<file path="config.mk">
export PLATFORM = sky130hd
export DESIGN_NAME = vng_front
export DESIGN_NICKNAME = d
export VERILOG_FILES = /design/src/sv/vng_pkg.sv /design/src/sv/vng_front.sv
export SDC_FILE = /design/constraint.sdc
export NUM_CORES = 1
export LEC_CHECK = 0
export BUFFER_PORTS_ARGS = -buffer_cell sky130_fd_sc_hd__buf_2
export CAP_MARGIN = 40
export CORE_MARGIN = 4
export CORE_UTILIZATION = 30
export CTS_BUF_LIST = sky130_fd_sc_hd__clkbuf_8
export CTS_CLUSTER_SIZE = 40
export DETAILED_ROUTE_END_ITERATION = 8
export GPL_TIMING_DRIVEN = 0
export PLACE_DENSITY = 0.48
export RECOVER_POWER = 25
export SLEW_MARGIN = 15
export SYNTH_ARGS = -nofsm -noshare
export SYNTH_HDL_FRONTEND = slang
export SYNTH_SLANG_ARGS = --single-unit
</file>
<file path="constraint.sdc">
create_clock -name clock -period 4.55 [get_ports clock]
set_input_delay 0.6825 -clock clock [delete_from_list [all_inputs] [get_ports clock]]
set_output_delay 0.6825 -clock clock [all_outputs]
set_load 0.1 [all_outputs]
</file>
<file path="src/sv/vng_pkg.sv">
// Shared types and constants for the vertex normal generator.
// No dependencies; every other file but vng_checker imports this package.
package vng_pkg;

   localparam int VERTS    = 1024;
   localparam int IDX_W    = 10;
   localparam int POS_W    = 24;
   localparam int SUM_W    = 24;
   localparam int NRM_W    = 16;
   localparam int CRS_W    = 51;
   localparam int CQ_DEPTH = 4;
   localparam int CQ_PTR_W = 2;

   typedef enum logic [1:0] {
      OP_LOAD = 2'd0,
      OP_TRI  = 2'd1,
      OP_READ = 2'd2,
      OP_NONE = 2'd3
   } opcode_type;

   typedef enum logic [1:0] {
      KIND_LOAD = 2'd0,
      KIND_TRI  = 2'd1,
      KIND_READ = 2'd2,
      KIND_NOP  = 2'd3
   } kind_type;

   typedef struct packed {
      kind_type                  kind;
      logic [IDX_W-1:0]          ia;
      logic [IDX_W-1:0]          ib;
      logic [IDX_W-1:0]          ic;
      logic signed [POS_W-1:0]   px;
      logic signed [POS_W-1:0]   py;
      logic signed [POS_W-1:0]   pz;
   } cmd_type;

   typedef struct packed {
      logic signed [NRM_W-1:0]   nx;
      logic signed [NRM_W-1:0]   ny;
      logic signed [NRM_W-1:0]   nz;
      logic                      sat;
   } rsp_type;

   typedef struct packed {
      logic                      start;
      logic signed [CRS_W-1:0]   v0;
      logic signed [CRS_W-1:0]   v1;
      logic signed [CRS_W-1:0]   v2;
   } norm_req_type;

   typedef struct packed {
      logic                      done;
      logic signed [NRM_W-1:0]   n0;
      logic signed [NRM_W-1:0]   n1;
      logic signed [NRM_W-1:0]   n2;
   } norm_rsp_type;

endpackage

</file>
<file path="src/sv/vng_front.sv">
// Front end: accepts request items, classifies them and queues commands.
// Depends on vng_pkg.
module vng_front (
   input  logic                          clock,
   input  logic                          reset,
   input  logic                          push,
   output logic                          full,
   input  logic [1:0]                    opcode,
   input  logic [vng_pkg::IDX_W-1:0]     index_a,
   input  logic [vng_pkg::IDX_W-1:0]     index_b,
   input  logic [vng_pkg::IDX_W-1:0]     index_c,
   input  logic signed [vng_pkg::POS_W-1:0] pos_x,
   input  logic signed [vng_pkg::POS_W-1:0] pos_y,
   input  logic signed [vng_pkg::POS_W-1:0] pos_z,
   output vng_pkg::cmd_type              cmd,
   output logic                          cmd_valid,
   input  logic                          cmd_take
);
   import vng_pkg::*;

   localparam logic [IDX_W:0] VERTS_L = (IDX_W+1)'(VERTS);

   cmd_type             q_ff [CQ_DEPTH];
   logic [CQ_PTR_W-1:0] wr_ff, wr_in, rd_ff, rd_in;
   logic [CQ_PTR_W:0]   cnt_ff, cnt_in;
   kind_type            kind;
   logic                ok_a, ok_b, ok_c, do_push, do_pop;

   // classify: out-of-range indexes and the unused opcode turn the item into a no-op
   always_comb begin
      ok_a = {1'b0, index_a} < VERTS_L;
      ok_b = {1'b0, index_b} < VERTS_L;
      ok_c = {1'b0, index_c} < VERTS_L;
      unique case (opcode_type'(opcode))
         OP_LOAD: kind = ok_a ? KIND_LOAD : KIND_NOP;
         OP_TRI:  kind = (ok_a && ok_b && ok_c) ? KIND_TRI : KIND_NOP;
         OP_READ: kind = ok_a ? KIND_READ : KIND_NOP;
         default: kind = KIND_NOP;
      endcase
   end

   assign full      = (cnt_ff == (CQ_PTR_W+1)'(CQ_DEPTH));
   assign cmd_valid = (cnt_ff != '0);
   assign cmd       = q_ff[rd_ff];
   assign do_push   = push && !full;
   assign do_pop    = cmd_take && cmd_valid;

   always_comb begin
      wr_in  = do_push ? wr_ff + 1'b1 : wr_ff;
      rd_in  = do_pop  ? rd_ff + 1'b1 : rd_ff;
      cnt_in = cnt_ff + (CQ_PTR_W+1)'(do_push) - (CQ_PTR_W+1)'(do_pop);
   end

   always_ff @(posedge clock) begin
      if (reset) begin
         wr_ff  <= '0;
         rd_ff  <= '0;
         cnt_ff <= '0;
      end else begin
         wr_ff  <= wr_in;
         rd_ff  <= rd_in;
         cnt_ff <= cnt_in;
      end
   end

   // command storage
   always_ff @(posedge clock) begin
      if (do_push) begin
         q_ff[wr_ff] <= '{kind: kind, ia: index_a, ib: index_b, ic: index_c,
                          px: pos_x, py: pos_y, pz: pos_z};
      end
   end

endmodule

</file>
; Word level (Yosys, flattened, before mapping)
; Memory sizes are Yosys's and may differ from the RTL's. A register that Yosys moved wholly into a read port is not among the register bits.
; Cells that the tools add are included.
[classes]
addsub = 4
eq_ne = 3
n_mux = 5
reduce_logical = 5
[ops]
columns = cell, n
row1 = 2-bit case mux with 3 select lines, 1
row2 = 2-bit by 1-bit adder with 2-bit output (second input constant), 2
row3 = 2-bit two-way mux, 2
row4 = 3-bit by 1-bit adder with 3-bit output, 1
row5 = 3-bit equality test (second input constant), 1
row6 = 3-bit nonzero test, 1
row7 = 3-bit by 1-bit subtractor with 3-bit output, 1
row8 = 2-bit by 1-bit equality test with 1-bit output (second input constant), 1
row9 = 2-bit equality test (second input constant), 1
row10 = 1-bit logical AND, 2
row11 = 2-bit zero test, 1
row12 = 1-bit two-way mux, 2
row13 = 1-bit zero test, 1
[totals]
regBits = 7
ram_bits = 416
inputBits = 108
wordCells = 21
mem_count = 1
[mem_list]
columns = name, depth, width, read_ports, rd_clocked_by_memory_dff, write_ports, line_no
row1 = q_ff, 4, 104, 1, 1, 1, vng_front.sv:23  ; cmd_type q_ff [CQ_DEPTH];

; Logic depth before layout (Yosys ltp)
; Gate-level depths: netlist of the first run.
[logic_depth]
word_depth = 5
depth_mapped = 11
mapped_depth_nobuf = 11

; Worst setup path after synthesis of the first run
; OpenSTA, ideal clock, no wires.
[synth_timing]
kind = flip-flop to flip-flop
start = reg cnt_ff[2]
end = mem q_ff[0][0] in the netlist's numbering, enable pin
setup_time_ps = 721
arrival_ps = 4499
setup_slack_ps = -671
path_stages_with_launch = 4
cell_sequence = dfxtp_1 nor3b_1 nor2_1 and2_1
[synth_via]
elab_chain_cells = 5
[synth_rtl]
columns = element, line_no
row1 = from (decl), vng_front.sv:25  ; logic [CQ_PTR_W:0] cnt_ff, cnt_in;
row2 = from (signal assigned), vng_front.sv:62  ; cnt_ff <= cnt_in;
row3 = 3-bit equality test, vng_front.sv:42  ; assign full = (cnt_ff == (CQ_PTR_W+1)'(CQ_DEPTH));
row4 = via full, vng_front.sv:7  ; output logic full,
row5 = 1-bit zero test, vng_front.sv:45  ; assign do_push = push && !full;
row6 = 1-bit logical AND, vng_front.sv:45
row7 = 1-bit two-way mux, vng_front.sv:68  ; if (do_push) begin
row8 = 1-bit two-way mux (not written as such), vng_front.sv:69  ; q_ff[wr_ff] <= '{kind: kind, ia: index_a, ib: index_b, ic: index_c,
row9 = to (decl), vng_front.sv:23
; The timed path passes the listed nets, and every way through them passes these cells.

==> impl_metrics.csv, run 1 <==
group,metric,value,unit
setup_path,worst_path_most_repeated_cell,"clkbuf_1",
power_and_ir_drop,p_total,0.01341,W
timing,worst_clock_skew,0.02430,ns
yosys,synth_fp_nets,710,
timing,tightest_slew,0.7382,ns
timing,fmax,298.3,MHz
worst_hold_path,hp-class,"in2reg",
yosys,synthDistinctLibCells,24,
setup_path,worstSetupPathType,"reg2out",
global_route,grt_overflow,0,
timing,setup_viol,0,
yosys,syn_avg_cell_area,26.04,sq um
setup_path,cp_max_fo,10,
yosys,ys_top_cells_by_count,"edfxtp_1 (416), mux4_2 (104), buf_2 (11)",
layout,drive_gt1_share,39.94,%
routing,drt_pass1_iterations,5,
global_route,antenna_found_initial,6,
yosys,synth-seq-cells,425,
floorplan,die_w,235.3,um
setup_path,slowest_delay,0.59,ns
global_route,gr-usage-all-layers,11.86,%
routing,drtAntennaViolNets,0,
timing,slew_headroom,50.79,%
status,status,"complete, no violations",
power_and_ir_drop,cellPowerDensity,711.4,mW/mm^2
power_and_ir_drop,peakVddDrop,0.0004012,V
clock_network,cts-resized-gates,0,
timing,period_share,73.68,%
yosys,synth_warnings,0,
yosys,post-synth-top-area-cell,"edfxtp_1",
routing,via_per_inst,4.399,
clock_network,cts_tree,"built",
timing,finalHoldViolCount,0,
routing,first_iter_violations,327,
clock_network,hold_buffers,0,
routing,drc,0,
yosys,synth_most_common_cell,"edfxtp_1",
yosys,syn_inst,595,
timing,finalMaxSlewViolations,0,
clock_network,cts_setup_buffers,0,
clock_network,cts_sinks,425,
setup_path,worstPathRequired,3.87,ns
setup_path,startpoint_type,"register",
layout,n_fill_cell,4737,
yosys,synthTopCellsByArea,"edfxtp_1 (81%), mux4_2 (15%), dfxtp_1 (1.2%)",
layout,final_util,36.82,%
placed_design,gp_congestion,0.6612,
setup_path,cp_cell_sequence,"clkbuf_1 -> clkbuf_1 -> mux4_2 -> buf_2",
clock_network,cts_made_buffers,73,
placed_design,place_hpwl,20.13,mm
setup_path,worst_path_max_delay_cell,"clkbuf_1",
clock_network,ctsLongestPathBuffers,3,
yosys,synthArstFlopShare,0,%
setup_path,critPathArrivalTime,2.67,ns
global_route,grt_pass1_wl,49.42,mm
routing,routed_wl,33.04,mm
yosys,syn_area,0.01549,sq mm
routing,num_vias,7131,
placed_design,port_buffers,210,
yosys,yosys_most_used_dff,"edfxtp_1",
clock_network,clk_latency,0.62,ns
layout,fin_nets,1004,
layout,syn2layout_area_growth,21.67,%
routing,wire_per_inst,20.38,um
clock_network,clock-root-buffer,"clkbuf_8",
global_route,grt_start_max_net_pins,44,
timing,grt_setup_unrepaired,"no",
floorplan,start_util,30.26,%
setup_path,critPathCaptureType,"primary output",
setup_path,cp_top_family,"buffers and inverters",
yosys,seq_area_frac_synth,81.78,%
job,maxCapViolCount,0,
yosys,yosysTopAreaCellShare,80.62,%
floorplan,die_area,0.05535,sq mm
timing,min_period,3.352,ns
power_and_ir_drop,leakagePower,6.195,nW
setup_path,cp_num_buf_inv,3,
floorplan,pin_count,214,
clock_network,cts.clk_slew.worst_paths,0.06,ns
floorplan,coreArea,0.05120,sq mm
floorplan,fp-row-count,83,
clock_network,htree_levels,3,
global_route,grt_pass1_vias,7910,
yosys,synth_edf_count,416,
floorplan,die_y,235.3,um
-- cells in the final DEF, fill, tap and decap left out --
cell type	count
a21oi_1	1
and2_1	1
and2_4	4
buf_12	4
buf_16	5
buf_2	159
buf_6	1
buf_8	7
bufinv_16	2
clkbuf_1	70
clkbuf_8	75
clkinv_1	13
clkinv_2	10
clkinvlp_4	3
dfxtp_1	9
diode_2	2
edfxtp_1	416
fa_1	1
ha_1	6
inv_1	28
mux2i_1	1
mux4_2	104
nand2b_1	2
nor2_1	6
nor2b_1	1
nor3_1	1
nor3b_2	1
o21ai_0	1
o311ai_0	1
o31a_1	1
or3_1	2
xnor2_1	1
xor2_1	2
-- cell type report --
class	count	area (sq um)	share of cell area, %
buffer	27	201.4	1.068
sequential	425	12670	67.22
clock buffer	75	1032	5.475
inverter	6	22.52	0.1195
antenna	2	5.005	0.02655
timing repair buffer	219	1191	6.318
clock inverter	50	264.0	1.400
tap	680	850.8	4.513
multi-input combinational	137	2614	13.86
-- metal layers --
layer	vias to the layer above	GRT usage, %	wire length (um)
met1	3710	15.20	14180
met3	56	4.487	2458
met4	6	4.609	747
met5	-	0	47
met2	207	18.43	15610
li1	3152	-	-
-- final timing paths --
path                            startpoint           to  slack, ns  depth (start not counted)
worst min-delay path             pos_z[22]  q_ff[0][22]       0.28                          1
worst min register to register    wr_ff[1]     wr_ff[1]       0.53                          2
worst max-delay path              register      cmd[40]       1.20                          4
worst max register to register   cnt_ff[1]    cnt_ff[2]       2.06                         11
-- where the power goes --
group          total (W)  internal, W  leakage [nW]  switching (W)
Clock            0.00311      0.00164         0.745        0.00147
Combinational    0.00547      0.00117          1.57        0.00430
Sequential       0.00484      0.00474          3.88      0.0000913
-- sequential cells by signal, indices dropped and copies added (netlist names), named ones only --
name    count
cnt_ff      3
rd_ff       2
q_ff      416
wr_ff       2
-- cell families (layout without fill, tap and decap cells) --
| group | Yosys count | in the layout | synth area share [%] |
|---|---|---|---|
| other cells | 0 | 2 | 0 |
| compound gates | 4 | 4 | 0.1776 |
| xor+xnor | 3 | 3 | 0.1696 |
| buf+inv | 33 | 377 | 1.445 |
| flops | 425 | 425 | 81.78 |
| mux | 105 | 105 | 15.18 |
| simple gates | 18 | 18 | 0.6298 |
| fa+ha+maj | 7 | 7 | 0.6137 |
-- worst register-to-register path: stages, from the launching register on --
cell	delay [ns]
dfxtp_1	0.47
nor3b_2	0.10
nor2_1	0.36
inv_1	0.09
ha_1	0.30
inv_1	0.05
ha_1	0.13
inv_1	0.05
fa_1	0.40
xor2_1	0.16
and2_1	0.16
nor3_1	0.13
-- per-stage QoR --
step / setup slack (ns) / area, sq um / hold slack [ns] / instances / setup TNS [ns]
global route: 0.9285 / 18850 / 0.2320 / 1619 / 0
CTS: 0.9386 / 18930 / 0.1648 / 1619 / 0
floorplan: 0.5515 / 15500 / 0.4818 / 595 / 0
detailed placement: 1.685 / 17630 / 0.5197 / 1494 / 0
global placement: -1.965 / 17400 / 0.5044 / 1485 / -802.86
finish: 1.198 / 18850 / 0.2784 / 1621 / 0
Power figures use the tool's default switching activity.
==> inputs of run 2 (changes only) <==
Settings changed: PLACE_DENSITY 0.48 to 0.5.
Clock period 4.55 ns to 3 ns, I/O delays scaled along.
==> impl_metrics.csv, run 2 (synthesis results as in run 1) <==
group,metric,value,unit
layout,multi_input_area,0.002620,sq mm
placed_design,gp_congestion,0.6712,
routing,num_vias,7487,
placed_design,port_buffers,210,
clock_network,htree_levels,3,
clock_network,cts_tree,"built",
setup_path,critPathCaptureType,"primary output",
setup_path,cp_top_family,"buffers and inverters",
floorplan,start_util,30.26,%
floorplan,die_area,0.05535,sq mm
global_route,gr-usage-all-layers,12.11,%
timing,period_share,92.43,%
layout,area.sequential,0.01267,sq mm
layout,syn2layout_area_growth,29.40,%
clock_network,ctsLongestPathBuffers,3,
setup_path,cp_cell_sequence,"clkbuf_1 -> mux4_2 -> buf_2",
timing,finalHoldViolCount,0,
floorplan,fp-row-count,83,
layout,postLayoutCellArea,0.02005,sq mm
clock_network,clk_latency,0.60,ns
setup_path,slowest_delay,0.53,ns
routing,via_per_inst,4.333,
timing,finalSetupTns,0,ns
layout,regMostFlops,"q_ff",
job,maxCapViolCount,0,
power_and_ir_drop,leakagePower,6.693,nW
clock_network,cts_sinks,425,
power_and_ir_drop,cellPowerDensity,1033,mW/mm^2
timing,finalMaxSlewViolations,0,
floorplan,die_w,235.3,um
timing,min_period,2.773,ns
routing,drt_pass1_iterations,5,
power_and_ir_drop,peakVddDrop,0.0006130,V
power_and_ir_drop,p_total,0.02072,W
setup_path,critPathArrivalTime,2.32,ns
layout,drive_gt1_share,35.56,%
clock_network,cts_made_buffers,75,
clock_network,cts.clk_slew.worst_paths,0.06,ns
timing,setup_viol,0,
layout,final_common_cell,"edfxtp_1",
routing,drc,0,
placed_design,placed_area,0.01763,sq mm
setup_path,startpoint_type,"register",
global_route,grt_pass1_wl,51.47,mm
floorplan,coreArea,0.05120,sq mm
layout,final_cell_mix,"edfxtp_1 (416), mux4_2 (104), dlygate4sd3_1 (102), buf_2 (99), clkbuf_8 (79)",
routing,wire_per_inst,19.22,um
setup_path,worstSetupPathType,"reg2out",
routing,routed_wl,33.21,mm
floorplan,pin_count,214,
timing,worst_clock_skew,0.02129,ns
setup_path,worstPathRequired,2.55,ns
layout,fin_nets,1106,
placed_design,pre_cts_ws,0.1740,ns
timing,grt_setup_unrepaired,"no",
setup_path,worst_path_max_delay_cell,"clkbuf_1",
timing,slew_headroom,56.11,%
layout,n_fill_cell,4658,
layout,reg_top3,"q_ff x416, cnt_ff x3",
routing,first_iter_violations,367,
routing,drtAntennaViolNets,0,
timing,setup_ws,0.2270,ns
clock_network,clock-root-buffer,"clkbuf_8",
setup_path,cp_max_fo,10,
clock_network,cts_setup_buffers,0,
placed_design,place_hpwl,20.21,mm
setup_path,cp_num_buf_inv,2,
global_route,antenna_found_initial,1,
timing,fmax,360.6,MHz
floorplan,die_y,235.3,um
status,status,"complete, no violations",
layout,largest_reg_flops,416,
timing,tightest_slew,0.6583,ns
global_route,grt_start_max_net_pins,44,
global_route,grt_overflow,0,
global_route,grt_pass1_vias,8474,
worst_hold_path,hp-class,"in2reg",
## run 2: changes by cell type in the layout (fill, tap and decap cells not counted), sizes merged, moves of 2 or more
cell	before	now
buf	176	174
clkbuf	145	149
clkinv	23	25
dlygate4sd3	0	102
inv	28	31
## run 2: path summary, 6_finish.rpt
kind,depth (start not counted),slack (ns),to,from
setup / recovery,3,0.23,cmd[12],register
hold / removal,1,0.12,q_ff[0][102],opcode[0]
hold reg to reg,2,0.53,wr_ff[1],wr_ff[1]
setup reg to reg,5,0.47,q_ff[3][52],cnt_ff[1]
## run 2: repair_timing
| item | CTS | global route |
|---|---|---|
| resized for setup | 62 | 2 |
| hold endpoints to repair | 408 | 0 |
| setup endpoints to repair | 104 | 9 |
| hold buffers | 102 | 0 |
## run 2: worst reg2reg max path, cell delays in order, from the launching register on
cell and delay, ns:
dfxtp_1 0.49, nor3b_4 0.09, nor2_1 0.39, and2_4 0.54, buf_16 0.33, buf_16 0.29
## run 2: power breakdown
group | switching (W) | internal, W | total (W) | leakage (nW)
clock | 0.00225 | 0.00250 | 0.00475 | 0.762
combinational | 0.00655 | 0.00207 | 0.00862 | 2.05
sequential | 0.000149 | 0.00720 | 0.00735 | 3.88
## run 2: area by class of cell
class,instances,share of cell area [%]
Clock inverter,53,1.179
Clock buffer,79,5.423
Tap cell,680,4.243
Buffer,26,1.030
Sequential cell,425,63.21
Antenna cell,2,0.02496
Inverter,6,0.1123
Timing Repair Buffer,320,11.71
Multi-Input combinational cell,137,13.07
## run 2: stage by stage
step           cells  hold slack, ns  util [%]
5_1_grt         1726         0.06686     39.15
3_5_place_dp    1493          0.5249     34.44
2_1_floorplan    595          0.4818         -
6_report        1728          0.1214     39.16
3_3_place_gp    1485          0.5048     34.01
4_1_cts         1726         0.01756     39.30
## run 2: layer usage
metal / wire length, um / track usage [%] / vias up / share of wire, %
met5: 8 / 0 / - / 0.024
met4: 782 / 4.859 / 2 / 2.4
met3: 2021 / 3.807 / 61 / 6.1
met2: 16470 / 19.72 / 181 / 50
met1: 13930 / 15.16 / 3883 / 42
li1: - / - / 3360 / -
